===== src/design/jfh_pkg.sv =====
package jfh_pkg;

   // Depth of each of the two queues in the block.
   localparam int QUEUE_DEPTH = 2;

   // Stream constants.
   localparam logic [15:0] SOI_WORD      = 16'hFFD8;
   localparam logic [7:0]  MARKER_PREFIX = 8'hFF;
   localparam logic [7:0]  SOF0_CODE     = 8'hC0;
   localparam logic [7:0]  SOF1_CODE     = 8'hC1;
   localparam logic [7:0]  SOF3_CODE     = 8'hC3;

   // Frame modes as reported on the result channel.
   localparam logic [1:0] MODE_UNKNOWN  = 2'd0;
   localparam logic [1:0] MODE_BASELINE = 2'd1;
   localparam logic [1:0] MODE_EXTENDED = 2'd2;
   localparam logic [1:0] MODE_LOSSLESS = 2'd3;

   typedef enum logic [2:0] {
      ST_OK       = 3'd0,
      ST_NO_SOI   = 3'd1,
      ST_BAD_PREF = 3'd2,
      ST_UNSUP    = 3'd3,
      ST_TRUNC    = 3'd4
   } jfh_status_type;

   // Class of a byte when it is read as a marker code.
   typedef enum logic [1:0] {
      MC_PLAIN  = 2'd0,
      MC_SOF    = 2'd1,
      MC_UNSUP  = 2'd2,
      MC_LENGTH = 2'd3
   } jfh_mcls_type;

   typedef enum logic [3:0] {
      PH_SOI0    = 4'd0,
      PH_SOI1    = 4'd1,
      PH_MARK0   = 4'd2,
      PH_MARK1   = 4'd3,
      PH_LEN0    = 4'd4,
      PH_LEN1    = 4'd5,
      PH_SKIP    = 4'd6,
      PH_SOF     = 4'd7,
      PH_DISCARD = 4'd8
   } jfh_phase_type;

   typedef struct packed {
      logic [7:0] data_byte;
      logic       last_byte;
   } jfh_req_type;

   // A classified byte as it waits between the front and the back.
   typedef struct packed {
      logic [7:0]   data_byte;
      logic         last_byte;
      jfh_mcls_type mclass;
      logic [1:0]   sof_mode;
   } jfh_item_type;

   typedef struct packed {
      logic [1:0]     mode;
      logic [7:0]     precision;
      logic [15:0]    rows;
      logic [15:0]    columns;
      logic [7:0]     components;
      jfh_status_type status;
   } jfh_rsp_type;

endpackage


===== src/design/jfh_fifo.sv =====
module jfh_fifo #(
   parameter type item_type = logic,
   parameter int  DEPTH     = 2
) (
   input  logic     clock,
   input  logic     reset,
   input  logic     push,
   input  item_type push_item,
   output logic     full,
   input  logic     pop,
   output item_type pop_item,
   output logic     empty
);

   localparam int PTR_W = (DEPTH > 1) ? $clog2(DEPTH) : 1;
   localparam int CNT_W = $clog2(DEPTH + 1);

   item_type           mem [DEPTH];
   logic [PTR_W-1:0]   wr_ptr_ff;
   logic [PTR_W-1:0]   wr_ptr_in;
   logic [PTR_W-1:0]   rd_ptr_ff;
   logic [PTR_W-1:0]   rd_ptr_in;
   logic [CNT_W-1:0]   count_ff;
   logic [CNT_W-1:0]   count_in;
   logic               do_push;
   logic               do_pop;

   assign full     = (count_ff == CNT_W'(DEPTH));
   assign empty    = (count_ff == '0);
   assign do_push  = push & ~full;
   assign do_pop   = pop & ~empty;
   assign pop_item = mem[rd_ptr_ff];

   always_comb begin
      wr_ptr_in = wr_ptr_ff;
      rd_ptr_in = rd_ptr_ff;
      count_in  = count_ff;
      if (do_push) begin
         wr_ptr_in = (wr_ptr_ff == PTR_W'(DEPTH - 1)) ? '0 : wr_ptr_ff + 1'b1;
      end
      if (do_pop) begin
         rd_ptr_in = (rd_ptr_ff == PTR_W'(DEPTH - 1)) ? '0 : rd_ptr_ff + 1'b1;
      end
      if (do_push && !do_pop) begin
         count_in = count_ff + 1'b1;
      end else if (do_pop && !do_push) begin
         count_in = count_ff - 1'b1;
      end
   end

   always_ff @(posedge clock) begin
      if (reset) begin
         wr_ptr_ff <= '0;
         rd_ptr_ff <= '0;
         count_ff  <= '0;
      end else begin
         wr_ptr_ff <= wr_ptr_in;
         rd_ptr_ff <= rd_ptr_in;
         count_ff  <= count_in;
      end
   end

   always_ff @(posedge clock) begin
      if (do_push) begin
         mem[wr_ptr_ff] <= push_item;
      end
   end

endmodule


===== src/design/jfh_front.sv =====
module jfh_front (
   input  logic                 req_push,
   input  jfh_pkg::jfh_req_type req_data,
   output logic                 req_full,
   input  logic                 q_full,
   output logic                 q_push,
   output jfh_pkg::jfh_item_type q_item
);

   import jfh_pkg::*;

   localparam logic [7:0] SOF_LOW  = 8'hC2;
   localparam logic [7:0] SOF_HIGH = 8'hCF;
   localparam logic [7:0] DHT_CODE = 8'hC4;
   localparam logic [7:0] DAC_CODE = 8'hCC;
   localparam logic [7:0] COM_CODE = 8'hFE;
   localparam logic [7:0] SEG_LOW  = 8'hDA;
   localparam logic [7:0] SEG_HIGH = 8'hEF;

   logic [7:0] b;

   assign b        = req_data.data_byte;
   assign req_full = q_full;
   assign q_push   = req_push & ~q_full;

   // Every byte is classified as if it were a marker code; the back uses the
   // class only when it is expecting one.
   always_comb begin
      q_item.data_byte = b;
      q_item.last_byte = req_data.last_byte;
      q_item.sof_mode  = MODE_UNKNOWN;
      q_item.mclass    = MC_PLAIN;
      priority if (b == SOF0_CODE) begin
         q_item.mclass   = MC_SOF;
         q_item.sof_mode = MODE_BASELINE;
      end else if (b == SOF1_CODE) begin
         q_item.mclass   = MC_SOF;
         q_item.sof_mode = MODE_EXTENDED;
      end else if (b == SOF3_CODE) begin
         q_item.mclass   = MC_SOF;
         q_item.sof_mode = MODE_LOSSLESS;
      end else if (b == DHT_CODE || b == DAC_CODE || b == COM_CODE ||
                   (b >= SEG_LOW && b <= SEG_HIGH)) begin
         q_item.mclass = MC_LENGTH;
      end else if (b >= SOF_LOW && b <= SOF_HIGH) begin
         q_item.mclass = MC_UNSUP;
      end else begin
         q_item.mclass = MC_PLAIN;
      end
   end

endmodule


===== src/design/jfh_back.sv =====
module jfh_back (
   input  logic                  clock,
   input  logic                  reset,
   input  jfh_pkg::jfh_item_type item,
   input  logic                  item_valid,
   output logic                  item_pop,
   input  logic                  rsp_full,
   output logic                  rsp_push,
   output jfh_pkg::jfh_rsp_type  rsp_item
);

   import jfh_pkg::*;

   // Byte positions inside the frame header, counted from the length field.
   localparam logic [2:0] FLD_PREC    = 3'd2;
   localparam logic [2:0] FLD_ROWS_HI = 3'd3;
   localparam logic [2:0] FLD_ROWS_LO = 3'd4;
   localparam logic [2:0] FLD_COLS_HI = 3'd5;
   localparam logic [2:0] FLD_COLS_LO = 3'd6;
   localparam logic [2:0] FLD_COMPS   = 3'd7;

   jfh_phase_type  phase_ff, phase_in;
   logic [15:0]    skip_ff, skip_in, skip_upd;
   logic [7:0]     len_hi_ff, len_hi_in, len_hi_upd;
   logic [2:0]     field_ff, field_in, field_upd;
   logic [1:0]     mode_ff, mode_in, mode_upd;
   logic [7:0]     prec_ff, prec_in, prec_upd;
   logic [15:0]    rows_ff, rows_in, rows_upd;
   logic [15:0]    cols_ff, cols_in, cols_upd;
   logic [7:0]     comps_ff, comps_in, comps_upd;

   logic           fire;
   logic           last;
   logic [7:0]     b;
   logic [15:0]    seg_len;
   logic           res_valid;
   jfh_status_type res_status;

   assign b        = item.data_byte;
   assign last     = item.last_byte;
   assign seg_len  = {len_hi_ff, b};
   assign fire     = item_valid & ~rsp_full;
   assign item_pop = fire;

   // Result decision and field updates.
   always_comb begin
      len_hi_upd = len_hi_ff;
      skip_upd   = skip_ff;
      field_upd  = field_ff;
      mode_upd   = mode_ff;
      prec_upd   = prec_ff;
      rows_upd   = rows_ff;
      cols_upd   = cols_ff;
      comps_upd  = comps_ff;
      res_valid  = 1'b0;
      res_status = ST_OK;
      unique case (phase_ff)
         PH_SOI0: begin
            len_hi_upd = b;
         end
         PH_SOI1: begin
            if (seg_len != SOI_WORD) begin
               res_valid  = 1'b1;
               res_status = ST_NO_SOI;
            end
         end
         PH_MARK0: begin
            if (b != MARKER_PREFIX) begin
               res_valid  = 1'b1;
               res_status = ST_BAD_PREF;
            end
         end
         PH_MARK1: begin
            if (item.mclass == MC_SOF) begin
               mode_upd  = item.sof_mode;
               field_upd = '0;
            end else if (item.mclass == MC_UNSUP) begin
               res_valid  = 1'b1;
               res_status = ST_UNSUP;
            end
         end
         PH_LEN0: begin
            len_hi_upd = b;
         end
         PH_LEN1: begin
            skip_upd = (seg_len >= 16'd2) ? seg_len - 16'd2 : '0;
         end
         PH_SKIP: begin
            skip_upd = skip_ff - 16'd1;
         end
         PH_SOF: begin
            unique case (field_ff)
               FLD_PREC:    prec_upd  = b;
               FLD_ROWS_HI: rows_upd  = {b, 8'h00};
               FLD_ROWS_LO: rows_upd  = rows_ff | {8'h00, b};
               FLD_COLS_HI: cols_upd  = {b, 8'h00};
               FLD_COLS_LO: cols_upd  = cols_ff | {8'h00, b};
               FLD_COMPS:   comps_upd = b;
               default: ;
            endcase
            if (field_ff == FLD_COMPS) begin
               field_upd = '0;
               if (prec_ff != '0) begin
                  res_valid  = 1'b1;
                  res_status = ST_OK;
               end
            end else begin
               field_upd = field_ff + 3'd1;
            end
         end
         default: ;
      endcase
      // A last byte that ends nothing reports truncation, except while discarding.
      if (!res_valid && last && phase_ff != PH_DISCARD) begin
         res_valid  = 1'b1;
         res_status = ST_TRUNC;
      end
   end

   // Next phase.
   always_comb begin
      phase_in = phase_ff;
      if (last) begin
         phase_in = PH_SOI0;
      end else if (res_valid) begin
         phase_in = PH_DISCARD;
      end else begin
         unique case (phase_ff)
            PH_SOI0:  phase_in = PH_SOI1;
            PH_SOI1:  phase_in = PH_MARK0;
            PH_MARK0: phase_in = PH_MARK1;
            PH_MARK1: begin
               unique case (item.mclass)
                  MC_SOF:    phase_in = PH_SOF;
                  MC_LENGTH: phase_in = PH_LEN0;
                  MC_PLAIN:  phase_in = PH_MARK0;
                  MC_UNSUP:  phase_in = PH_DISCARD;
               endcase
            end
            PH_LEN0:  phase_in = PH_LEN1;
            PH_LEN1:  phase_in = (seg_len > 16'd2) ? PH_SKIP : PH_MARK0;
            PH_SKIP:  phase_in = (skip_ff == 16'd1) ? PH_MARK0 : PH_SKIP;
            PH_SOF:   phase_in = (field_ff == FLD_COMPS) ? PH_MARK0 : PH_SOF;
            default:  phase_in = PH_DISCARD;
         endcase
      end
   end

   // The end of a buffer returns every field to its reset value.
   assign len_hi_in = last ? '0 : len_hi_upd;
   assign skip_in   = last ? '0 : skip_upd;
   assign field_in  = last ? '0 : field_upd;
   assign mode_in   = last ? MODE_UNKNOWN : mode_upd;
   assign prec_in   = last ? '0 : prec_upd;
   assign rows_in   = last ? '0 : rows_upd;
   assign cols_in   = last ? '0 : cols_upd;
   assign comps_in  = last ? '0 : comps_upd;

   assign rsp_push            = fire & res_valid;
   assign rsp_item.mode       = mode_upd;
   assign rsp_item.precision  = prec_upd;
   assign rsp_item.rows       = rows_upd;
   assign rsp_item.columns    = cols_upd;
   assign rsp_item.components = comps_upd;
   assign rsp_item.status     = res_status;

   always_ff @(posedge clock) begin
      if (reset) begin
         phase_ff  <= PH_SOI0;
         skip_ff   <= '0;
         len_hi_ff <= '0;
         field_ff  <= '0;
         mode_ff   <= MODE_UNKNOWN;
         prec_ff   <= '0;
         rows_ff   <= '0;
         cols_ff   <= '0;
         comps_ff  <= '0;
      end else if (fire) begin
         phase_ff  <= phase_in;
         skip_ff   <= skip_in;
         len_hi_ff <= len_hi_in;
         field_ff  <= field_in;
         mode_ff   <= mode_in;
         prec_ff   <= prec_in;
         rows_ff   <= rows_in;
         cols_ff   <= cols_in;
         comps_ff  <= comps_in;
      end
   end

endmodule


===== src/design/jpeg_frame_header_scanner.sv =====
// Throughput: one byte per clock, sustained, as long as results are popped.
// Each byte is registered in the byte queue, and the result that it causes is
// registered in the result queue before it shows on the rsp_ ports.
// The back state register updates once per byte and sets that rate.
// Reset (synchronous, active high) empties both queues and returns the parser
// to waiting for the first start-of-image byte with all captured fields zero.
module jpeg_frame_header_scanner #(
   parameter int REQ_DEPTH = jfh_pkg::QUEUE_DEPTH,
   parameter int RSP_DEPTH = jfh_pkg::QUEUE_DEPTH
) (
   input  logic                 clock,
   input  logic                 reset,
   input  logic                 req_push,
   input  jfh_pkg::jfh_req_type req_data,
   output logic                 req_full,
   output logic                 rsp_empty,
   input  logic                 rsp_pop,
   output jfh_pkg::jfh_rsp_type rsp_data
);

   import jfh_pkg::*;

   // The front classifies each byte as a possible marker code and pushes it
   // into the byte queue. The queue lets the front keep taking bytes while
   // the back waits for room in the result queue.
   logic         item_full;
   logic         item_push;
   jfh_item_type item_in;
   logic         item_empty;
   logic         item_pop;
   jfh_item_type item_out;

   // The back walks the marker structure and writes at most one result for
   // each byte it takes. The result queue holds results until they are popped,
   // so a stalled consumer stops byte transfers only once the result queue is full.
   logic         rsp_q_full;
   logic         rsp_q_push;
   jfh_rsp_type  rsp_q_item;

   jfh_front u_front (
      .req_push (req_push),
      .req_data (req_data),
      .req_full (req_full),
      .q_full   (item_full),
      .q_push   (item_push),
      .q_item   (item_in)
   );

   jfh_fifo #(
      .item_type (jfh_item_type),
      .DEPTH     (REQ_DEPTH)
   ) u_item_q (
      .clock     (clock),
      .reset     (reset),
      .push      (item_push),
      .push_item (item_in),
      .full      (item_full),
      .pop       (item_pop),
      .pop_item  (item_out),
      .empty     (item_empty)
   );

   jfh_back u_back (
      .clock      (clock),
      .reset      (reset),
      .item       (item_out),
      .item_valid (~item_empty),
      .item_pop   (item_pop),
      .rsp_full   (rsp_q_full),
      .rsp_push   (rsp_q_push),
      .rsp_item   (rsp_q_item)
   );

   jfh_fifo #(
      .item_type (jfh_rsp_type),
      .DEPTH     (RSP_DEPTH)
   ) u_rsp_q (
      .clock     (clock),
      .reset     (reset),
      .push      (rsp_q_push),
      .push_item (rsp_q_item),
      .full      (rsp_q_full),
      .pop       (rsp_pop),
      .pop_item  (rsp_data),
      .empty     (rsp_empty)
   );

   // A result is only ever written while a byte leaves the byte queue.
   a_rsp_needs_byte: assert property (@(posedge clock) disable iff (reset)
      rsp_q_push |-> (item_pop && !item_empty))
      else $error("result written without a byte being consumed");

   // A frame result always carries a nonzero precision.
   a_ok_has_precision: assert property (@(posedge clock) disable iff (reset)
      (rsp_q_push && rsp_q_item.status == ST_OK) |-> (rsp_q_item.precision != 8'd0))
      else $error("ok result with zero precision");

   // The input side never reports full while the byte queue is empty.
   a_full_needs_bytes: assert property (@(posedge clock) disable iff (reset)
      item_empty |-> !req_full)
      else $error("input full with an empty byte queue");

   // Reset leaves no result waiting.
   a_reset_empties: assert property (@(posedge clock)
      reset |=> rsp_empty)
      else $error("result waiting right after reset");

endmodule

===== config.mk =====
export PLATFORM = sky130hd
export DESIGN_NAME = jpeg_frame_header_scanner
export DESIGN_NICKNAME = d
export VERILOG_FILES = /design/src/design/jfh_pkg.sv /design/src/design/jfh_fifo.sv /design/src/design/jfh_front.sv /design/src/design/jfh_back.sv /design/src/design/jpeg_frame_header_scanner.sv
export SDC_FILE = /design/constraint.sdc
export NUM_CORES = 1
export LEC_CHECK = 0
export ABC_AREA = 1
export ABC_CLOCK_PERIOD_IN_PS = 4800
export BUFFER_PORTS_ARGS = -buffer_cell sky130_fd_sc_hd__clkbuf_2
export CAP_MARGIN = 20
export CORE_MARGIN = 1.5
export CORE_UTILIZATION = 53
export DETAILED_ROUTE_END_ITERATION = 8
export GPL_ROUTABILITY_DRIVEN = 0
export HOLD_SLACK_MARGIN = 0.1
export PLACE_DENSITY = 0.72
export SYNTH_ARGS = -nofsm -noshare
export SYNTH_HDL_FRONTEND = slang
export SYNTH_HIERARCHICAL = 1
export SYNTH_SLANG_ARGS = --single-unit

===== constraint.sdc =====
create_clock -name clock -period 4.8 [get_ports clock]
set_clock_uncertainty 0.1 [all_clocks]
set_input_delay 0.24 -clock clock [delete_from_list [all_inputs] [get_ports clock]]
set_output_delay 0.24 -clock clock [all_outputs]
set_load 0.03 [all_outputs]

Word-level counts from Yosys, hierarchy flattened. Memories as Yosys holds them, arrays and structs flattened. A register that Yosys moved wholly into a read port is not among the register bits. Cells that the tools add are included.

Add/sub/neg operators: 11. Eq/ne operators: 29. Mux-type cells: 67. Reductions and logical operators: 30. $lt $le $gt $ge: 6. Bitwise logic cells: 13.

Operators with widths (number): $mux W16 (6); $pmux W16 S2 (3); $mux W8 (8); $eq A8 B8 Y1 const B (6); $or A16 B8 Y16 (2); $pmux W4 S8 (1); $mux W2 (13); $mux W3 (8); $mux W1 (20); $eq A16 B1 Y1 const B (1); $eq A4 B3 Y1 const B (4); $ge A16 B2 Y1 const B (1); $ge A8 B8 Y1 const B (2); $gt A16 B2 Y1 const B (1); $le A8 B8 Y1 const B (2); $mux W4 (4); $ne A16 B16 Y1 const B (1); $pmux W4 S4 (1); $sub A16 B1 Y16 const B (1); $sub A16 B2 Y16 const B (1); $eq A3 B3 Y1 const B (4); $pmux W3 S3 (1); $eq A2 B2 Y1 const B (4); $eq A4 B2 Y1 const B (2); other kinds (25) (59).

Input port bits: 13. Flip-flop bits (word level): 89. Output and inout bits: 55. Bits in writable memories: 132. Memories kept: 2.

Memory list: u_rsp_q.mem (words 2, width 53, read ports 1, clocked after Yosys merged registers in 1, write ports 1, RTL line jfh_fifo.sv:18) `item_type mem [DEPTH];`; u_item_q.mem (words 2, width 13, read ports 1, clocked after Yosys merged registers in 1, write ports 1, RTL line jfh_fifo.sv:18).

Depth between registers and ports, before layout.
Depth in word-level cells: 14. Mapped depth: 22. Depth with buffers taken out: 20.

Modules after synthesis. Netlist, hierarchy kept.

Modules (own cells, without submodules): jfh_back (instances 1, sequential area each 1621.6 µm², cells an instance 833, area an instance 5069.9 µm²); jfh_fifo (u_rsp_q) (instances 1, sequential area each 3283.1 µm², cells an instance 202, area an instance 4325.4 µm²); jfh_fifo (u_item_q) (instances 1, sequential area each 880.8 µm², cells an instance 77, area an instance 1184.9 µm²); jfh_front (instances 1, sequential area each 0.0 µm², cells an instance 52, area an instance 275.3 µm²); jpeg_frame_header_scanner (instances 1, sequential area each 0.0 µm², cells an instance 1, area an instance 3.8 µm²).

Worst setup path after synthesis. No wires, ideal clock.

Path type: register to register. Start point: reg with a tool-made name. End point: mem u_rsp_q/mem[0][0] in the netlist's numbering (enable). Setup slack: 0.294 ns. Arrival: 3.942 ns. Path buffers: 2. Cell stages (with the launch flop): 16. Required time: 4.236 ns. Clock period less this slack: 4.506 ns. Path through: dfxtp_1 > buf_4 > mux2_1 > buf_2 > nand2_1 > nor2_1 > nand2_1 > nand2_1 > nand2_1 > nor2_1 > and2_1 > nand2_1 > nand2_1 > inv_1 > o21ai_2 > nor2_1.

RTL lines (RTL line): to (decl) (jfh_fifo.sv:18).

==> run metrics <==
I/O Pins=68; RSZ-0062 raised after global routing=no; clk_lat worst skew=0.51 ns; Max stage delay on crit path=0.67 ns; post-route ant nets=0; Synth cell types=45; Clock transition at path regs=0.06 ns; dpl cells=about 1500; fin crit period=approximately 3.4 ns; initial antenna violation count=0; Routed WL per cell=15.6 um; placed wire-length estimate=roughly 16 mm; Max-slew headroom=28.4%; setup_tns=0 ns; post-synth top area share=36.5%; register area share after synthesis=53.3%; period utilization=70.5%; die area=between 20000 and 25000 um^2; vias in the first global route=~7400; Post-Syn Nets=about 1200; Area growth syn-to-layout=11.8%; synthesized area=10900 um^2; Buffers on Ports=67; most frequent cells in the layout=nand2_1 (299), edfxtp_1 (132), inv_1 (110), a21oi_1 (110), nor2_1 (93); Clock Path Buffers=3; Final Hold Fails=0; CTS Sinks=approximately 220; HP Start=reset; Setup Fix Bufs, Post-CTS=0; Hold Crit Class=in -> reg; cell mode on critical path=nand2_1; # rows=52; Pre-Repair DR Iteration Count=5; Inserted Diodes=0; Worst Setup End Kind=flip-flop; die height=approximately 150 um; Post-Route WL=23.4 mm; Syn Inst Count=1165; max cap viols=0; final net count=1242; startpoint type of the worst setup path=flip-flop; outcome=complete, no violations; actual slew at the worst max-slew pin=1.07 ns; Slew Limit Fails=0; width of the chip=between 100 and 150 um; Arr. time, crit path=3.42 ns; Mean Syn Cell Area=9.32 um^2; setup violators final=0; synthesized flop and latch total=223; global-route wire length before repair=38.0 mm; Crit-path slowest cell=dfxtp_1; overall global routing resource usage=22.0%; final non-filler cell total=1505; Leak=just under 0.005 uW; total gr overflow=0; Initial Util=53.8%; Yosys top cell by area=edfxtp_1; Worst R2R Setup Slack=~1.4 ns; P per Cell Area=543 nW/um^2; CTS tree=yes; CP Cell Sequence=mux2_1 > nand2_1 > nor2_1 > nand2_1 > nand2_1 > nand2_1 > nor2_1 > and2_1 > nand2_1 > nand2_1 > inv_1 > o21ai_2 > nor2_4 > buf_4; commonest non-fill, non-tap cell in the layout=nand2_1; Peak VDD IR=444 uV; initial drt markers=around 730; critical setup path kind=reg -> reg; Worst EP required=4.83 ns; post-route DRC violation count=0; share of layout cells above drive strength 1=16.8%; Peak Freq=roughly 300 MHz; core footprint=slightly above 20000 um^2; H-tree levels=1; pin count of the biggest net entering global routing=62; total number of vias=8087; worst-path maximum fanout=53; TritonCTS Buffers=23; Area contributors post-synth=edfxtp_1 (37%), dfxtp_1 (17%), nand2_1 (10%); clock root buffer=clkbuf_16; routed vias/inst=~5.4; Syn. warnings=6
## where the power goes
group,switching [uW],internal (uW)
combinational,1460,679
sequential,204,2370
clock,709,1160
## kinds of logic after synthesis
kind of cell             Yosys count  share of synthesized area, %
XOR/XNOR                           6                         0.484
AND/OR/NAND/NOR                  511                          19.9
adder cells (fa/ha/maj)           11                          1.27
flip-flops                       223                          53.3
AO/OA/AOI/OAI                    170                          8.80
multiplexers                      66                          8.57
buffers and inverters            178                          7.69
## area by class of cell
class / instances / area, um^2
clock inverters: 10 / 159
well taps: 270 / 338
inverters: 122 / 458
clock buffers: 32 / 649
fillers: 1734 / 8030
repair buffers: 84 / 490
multi-input cells: 764 / 4250
flip-flops and latches: 223 / 5790
## synth_stat cells (all sizes together)
cell type  count
a21boi         1
a21oi        111
a31oi          1
and2           4
buf           37
clkbuf        19
dfxtp         91
edfxtp       132
ha            11
inv          122
mux2          66
nand2        306
nand3         78
nand3b         2
nand4         11
nor2         104
nor3           4
nor4           1
o211ai         2
o21a           1
o21ai         42
o21bai         1
o22ai          1
o31ai          2
o32ai          8
or2            1
xnor2          3
xor2           3
## per-layer routing
metal	up-vias	wire, um	GRT usage, %
met1	3829	10500	29.5
met5	-	0	0
met2	240	11000	36.6
li1	3980	-	-
met3	38	1350	3.25
met4	0	575	7.27
## registers in the layout (all words and copies together) (netlist names), 2 cells and up, named ones only
register / count
u_back/cols_ff: 16
u_back/comps_ff: 8
u_back/field_ff: 3
u_back/len_hi_ff: 8
u_back/mode_ff: 2
u_back/phase_ff: 4
u_back/prec_ff: 8
u_back/rows_ff: 16
u_back/skip_ff: 16
u_item_q/count_ff: 2
u_item_q/mem: 26
u_rsp_q/count_ff: 2
u_rsp_q/mem: 106
## stage by stage
stage	power, uW	hold WS [ns]	instance area [um^2]	worst slack [ns]	util (%)
4_1_cts	6620	0.164	12100	1.41	60.1
6_report	6590	0.171	12100	1.42	60.2
2_1_floorplan	4250	0.310	10900	0.294	-
3_3_place_gp	4710	0.342	11200	1.56	55.6
5_1_grt	6910	0.200	12100	1.21	60.2
3_5_place_dp	4740	0.345	11200	1.45	55.6
## critical path: cells and delay by family (launching register included)
kind	cells	cell delay, ns
flops	1	0.67
mux	1	0.56
compound gates	1	0.10
buf+inv	2	0.63
simple gates	10	0.82
## path summary, 6_finish.rpt
check	end	cells past startpoint
max	u_rsp_q/mem[0][41]	14
min	u_back/skip_ff[13]	2
max reg2reg	u_rsp_q/mem[0][41]	14
min reg2reg	u_back/rows_ff[14]	2
## timing repair
| item | 4_1_cts | 5_1_grt |
|---|---|---|
| setup endpoints to repair | 0 | 0 |
| hold buffers | 11 | 0 |
| gates resized for setup | 0 | 0 |
| endpoints found under the hold margin | 25 | 0 |
Power figures use the tool's default switching activity.
